File: src/design/assert_macros.svh
// ----------------------------------------------------------------------------
// assert_macros.svh
// Concurrent assertion shorthands, clocked on clk and disabled in reset.
// ----------------------------------------------------------------------------
`ifndef ASSERT_MACROS_SVH
`define ASSERT_MACROS_SVH

`ifndef NO_ASSERTIONS

// Same-cycle implication
`define ASSERT_IMPL(lbl, cond, prop) \
  lbl: assert property (@(posedge clk) disable iff (!rst_n) (cond) |-> (prop)) \
    else $error("assertion failed");

// Next-cycle implication
`define ASSERT_NEXT(lbl, cond, prop) \
  lbl: assert property (@(posedge clk) disable iff (!rst_n) (cond) |=> (prop)) \
    else $error("assertion failed");

`else

`define ASSERT_IMPL(lbl, cond, prop)
`define ASSERT_NEXT(lbl, cond, prop)

`endif

`endif

File: src/design/plp_pkg.sv
// ----------------------------------------------------------------------------
// plp_pkg
// Shared widths, codes and types of the positional list table.
// ----------------------------------------------------------------------------
`default_nettype none

package plp_pkg;

  localparam int DEPTH_DEF = 64;
  localparam int OP_W      = 2;
  localparam int POS_W     = 7;
  localparam int VAL_W     = 32;
  localparam int STAT_W    = 3;
  localparam int IDX_W     = 6;
  localparam int CNT_W     = 7;
  localparam int MAX_RES   = 64;

  typedef logic [OP_W-1:0]   op_t;
  typedef logic [STAT_W-1:0] status_t;

  localparam op_t OP_INSERT   = 2'd0;
  localparam op_t OP_DELETE   = 2'd1;
  localparam op_t OP_SEARCH   = 2'd2;
  localparam op_t OP_TRAVERSE = 2'd3;

  localparam status_t ST_OK       = 3'd0;
  localparam status_t ST_BADPOS   = 3'd1;
  localparam status_t ST_NOTFOUND = 3'd2;
  localparam status_t ST_FULL     = 3'd3;
  localparam status_t ST_EMPTY    = 3'd4;

  typedef enum logic [1:0] {
    S_IDLE,
    S_WAIT,
    S_PUSH,
    S_TRAV
  } plp_state_t;

  // Per-cycle commands broadcast to every cell
  typedef struct packed {
    logic ins;
    logic del;
    logic rot;
    logic srch;
  } plp_cmd_t;

  // One result item
  typedef struct packed {
    status_t                   status;
    logic signed [VAL_W-1:0]   data_out;
    logic        [IDX_W-1:0]   index;
    logic        [CNT_W-1:0]   count;
    logic                      last;
  } plp_res_t;

endpackage

`default_nettype wire

File: src/design/plp_cell.sv
// ----------------------------------------------------------------------------
// plp_cell
// One list slot: holds an entry, shifts with its neighbors, flags a match.
// ----------------------------------------------------------------------------
`default_nettype none

module plp_cell
  import plp_pkg::*;
#(
  parameter int DEPTH    = DEPTH_DEF,
  parameter int CELL_IDX = 0
) (
  input  wire logic                           clk,
  input  wire plp_cmd_t                       cmd,
  input  wire logic signed [VAL_W-1:0]        value,
  input  wire logic [$clog2(DEPTH+1)-1:0]     p,
  input  wire logic [$clog2(DEPTH+1)-1:0]     cnt,
  input  wire logic [$clog2(DEPTH+1)-1:0]     last_idx,
  input  wire logic signed [VAL_W-1:0]        left_data,
  input  wire logic signed [VAL_W-1:0]        right_data,
  input  wire logic signed [VAL_W-1:0]        first_data,
  output logic signed [VAL_W-1:0]             data,
  output logic                                match
);

  localparam int CW = $clog2(DEPTH+1);
  localparam logic [CW-1:0] IDX = CW'(CELL_IDX);

  logic signed [VAL_W-1:0] data_r;
  logic signed [VAL_W-1:0] data_nxt;

  // Pick the next entry: open a gap, close a gap or rotate the live span
  always_comb begin
    data_nxt = data_r;
    if (cmd.ins) begin
      if (IDX > p) begin
        data_nxt = left_data;
      end else if (IDX == p) begin
        data_nxt = value;
      end
    end else if (cmd.del) begin
      if (IDX >= p) begin
        data_nxt = right_data;
      end
    end else if (cmd.rot) begin
      if (IDX == last_idx) begin
        data_nxt = first_data;
      end else if (IDX < last_idx) begin
        data_nxt = right_data;
      end
    end
  end

  always_ff @(posedge clk) begin
    data_r <= data_nxt;
  end

  // Flag a live entry equal to the key, or the slot addressed for removal
  always_comb begin
    if (cmd.srch) begin
      match = (data_r == value) && (IDX < cnt);
    end else begin
      match = (IDX == p);
    end
  end

  assign data = data_r;

endmodule

`default_nettype wire

File: config.mk
export PLATFORM = sky130hd
export DESIGN_NAME = plp_cell
export DESIGN_NICKNAME = d
export VERILOG_FILES = /design/src/design/assert_macros.svh /design/src/design/plp_pkg.sv /design/src/design/plp_cell.sv
export SDC_FILE = /design/constraint.sdc
export NUM_CORES = 1
export LEC_CHECK = 0
export BUFFER_PORTS_ARGS = -buffer_cell sky130_fd_sc_hd__buf_2
export CORE_MARGIN = 3
export CORE_UTILIZATION = 38
export CTS_BUF_LIST = sky130_fd_sc_hd__clkbuf_16
export DETAILED_ROUTE_END_ITERATION = 8
export GPL_TIMING_DRIVEN = 0
export PLACE_DENSITY = 0.84
export RECOVER_POWER = 50
export SKIP_CTS_REPAIR_TIMING = 1
export SLEW_MARGIN = 15
export SYNTH_ARGS = -nofsm -noshare
export SYNTH_HDL_FRONTEND = slang
export SYNTH_SLANG_ARGS = --single-unit
export TNS_END_PERCENT = 5
File: constraint.sdc
create_clock -name clk -period 2.25 [get_ports clk]
set_input_delay 0.3375 -clock clk [delete_from_list [all_inputs] [get_ports clk]]
set_output_delay 0.3375 -clock clk [all_outputs]
set_load 0.005 [all_outputs]
==> implementation parameters <==
Parameter                              Value

Power
  Leakage ... 1.535 nW
  Power density cells ... 542.4 mW/mm2
  Maximum vdd drop ... 0.0002759 V
  Total power ... 1.648 mW

Timing
  Final hold violations ... 0
  Part of the cycle the worst path needs ... 92.90%
  Final setup fails ... 0
  Slew at the pin with the worst max-slew slack ... 911.8 ps
  Crit path setup slack, layout ... 159.7 ps
  F_max ... 478.4 MHz
  Remaining max-slew budget at the tightest pin ... 39.21%
  Max Slew Vio Count ... 0
  Unrepaired setup endpoints after global routing ... false
  Minimum period implied by the final worst setup slack ... 2090 ps

Critical path
  Data arrival, critical path ... 1750 ps
  CP Data Required Time ... 1910 ps
  Critical path's largest stage delay ... 400 ps
  CP max-delay cell ... sky130_fd_sc_hd__edfxtp_1
  Crit start category ... flip-flop
  Maximum fanout encountered on the critical timing path ... 2
  Kind of end point of the critical path ... primary output
  Startpoint-to-endpoint class of the critical path ... reg2out
  Ordered cell list for the critical path ... xor2_1 -> nor4_2 -> nand4_1 -> o31ai_2 -> buf_2

Place
  Area after DPL ... 0.002917 mm2
  Final GP Congestion ... 0.7716
  Detailed-placement wirelength estimate ... 5356 um
  Total of buffers placed on input and output ports ... 153
  Pre-CTS WS ... -148.8 ps

Min path
  Hold WC Path Type ... in2reg

Detailed routing
  Total via count in the routed design ... 2106
  ANT nets after route ... 0
  Initial DRC count ... 85
  DRC violations left ... 0
  Average routed wire per standard cell ... 15.88 um
  Ratio of routed vias to standard cells ... 4.955
  Total wire length after detailed routing ... 6748 um
  DRT Pass-1 Iters ... 4

Floorplan
  Die area ... 0.006350 mm2
  Starting utilization of the core area ... 39.89%
  Die Height ... 79.69 um
  IO Count ... 187
  Die extent in x ... 79.69 um
  Std-Cell Core Area ... 0.005172 mm2
  Number of cell rows ... 26

Yosys
  Mapped cell area ... 0.002063 mm2
  Top cells by area in the synthesized netlist ... sky130_fd_sc_hd__edfxtp_1, sky130_fd_sc_hd__mux2i_1, sky130_fd_sc_hd__xor2_1, sky130_fd_sc_hd__o21ai_1, sky130_fd_sc_hd__nand2_1
  Most common cell in the netlist ... sky130_fd_sc_hd__nand2_1
  Net count after synthesis ... 347
  Library cell with the largest summed area after synthesis ... sky130_fd_sc_hd__edfxtp_1
  Share of the yosys chip area belonging to registers ... 46.57%
  Number of warnings reported in the yosys synthesis log ... 0
  Flip-flop and latch count after synthesis ... 32
  Synthesized instance count ... 193
  Most instantiated flip-flop cell in the synthesis netlist ... sky130_fd_sc_hd__edfxtp_1
  Post-synthesis cell type count ... 20
  Commonest cells in the netlist ... sky130_fd_sc_hd__nand2_1, sky130_fd_sc_hd__edfxtp_1, sky130_fd_sc_hd__mux2i_1, sky130_fd_sc_hd__xor2_1, sky130_fd_sc_hd__o21ai_1
  Number of flops mapped to enable cells by yosys ... 32
  Post-synthesis average cell area ... 10.69 um2
  Area share of the leading cell type in the synthesized netlist ... 46.57%
  Fraction of registers with async set/reset ... 0%

GRT
  Residual overflow from global routing ... 0
  Largest net degree at the start of global routing ... 33
  Global-route wire length before repair ... 9936 um
  Number of antenna violations at the first check in global routing ... 0
  Combined global-route utilization of all metal layers ... 20.52%
  Vias in the first global route ... 2087

Finish
  Area added between synthesis and finish ... 47.24%
  Post-layout nets ... 508
  Area of all placed cells without fillers ... 0.003038 mm2
  Sequential standard cell area ... 960.9 um2
  Layout fillers ... 499
  Multi-input gate area in the final layout ... 0.001057 mm2
  Final antenna diode count ... 0
  Share of post-route cells with drive strength above 1 ... 43.38%
  Max FFs per register ... 32

Clock tree
  TritonCTS Buffers ... 5
  CTS tree ... built
  Clk sinks ... 32
  H-tree level count ... 2
  Worst-path clk slew ... 50 ps
  Maximum buffer depth of the clock tree ... 2
  Root Driver ... sky130_fd_sc_hd__clkbuf_16

Run status
  Outcome ... finished, final reports clean

Run
  Max-cap viol count ... 0
report_power, final:
group          internal (mW)  total, mW  switching (mW)
Clock                  0.397      0.627           0.230
Combinational          0.153      0.299           0.145
Sequential             0.701      0.722          0.0211
stage by stage:
stage / hold WS [ps] / utilization (%) / TNS, ps / instances
3_3_place_gp: 641.4 / 56.39 / -3896 / 416
2_1_floorplan: 528.7 / - / 0 / 193
3_5_place_dp: 650.1 / 56.39 / -4702 / 416
4_1_cts: 372.3 / 59.02 / 0 / 424
5_1_grt: 379.3 / 58.73 / 0 / 425
6_report: 376.2 / 58.73 / 0 / 425
cell type report:
class                   count  share of cell area (%)
multi-input cells         151                   34.80
flip-flops and latches     32                   31.63
repair buffers            154                   24.96
clock buffers               5                   4.119
well taps                  70                   2.883
plain buffers              10                   1.236
clock inverters             3                  0.3707
cell usage in the layout (no fill, tap or decap), types with 2 or more instances in the layout:
master / instances
sky130_fd_sc_hd__nand4_1: 2
sky130_fd_sc_hd__nand2_1: 34
sky130_fd_sc_hd__nor4_2: 5
sky130_fd_sc_hd__o21ai_0: 12
sky130_fd_sc_hd__edfxtp_1: 32
sky130_fd_sc_hd__nor3_1: 2
sky130_fd_sc_hd__xor2_1: 31
sky130_fd_sc_hd__inv_1: 2
sky130_fd_sc_hd__nor4_1: 6
sky130_fd_sc_hd__clkbuf_1: 21
sky130_fd_sc_hd__mux2i_1: 32
sky130_fd_sc_hd__o21ai_1: 20
sky130_fd_sc_hd__buf_2: 141
sky130_fd_sc_hd__clkbuf_16: 5
cells by family after synthesis:
family | after synthesis | share of synthesized area, %
simple gates | 53 | 12.74
flops | 32 | 46.57
mux | 33 | 16.07
compound gates | 33 | 8.126
buf+inv | 10 | 2.911
xor+xnor | 32 | 13.58
critical path: cells and delay by family, from the launching register on:
kind            cells  cell delay (ps)
flops               1              400
compound gates      1              210
xor+xnor            1              170
simple gates        2              560
buf+inv             1              140
final timing paths:
| kind | from | endpoint | slack [ps] | depth (start not counted) |
|---|---|---|---|---|
| max | data[22] | match | 160 | 5 |
| min | value[0] | data[0] | 380 | 3 |
per-layer routing:
metal  up-vias  part of all wire (%)  GRT usage [%]
li1       1024                     -              -
met1       970                    40          24.91
met2       110                    50          37.56
met3         2                   9.0          4.853
met4         0                  0.22          2.577
met5         -                     0              0
Note: power is estimated with default switching activity, not from simulation.
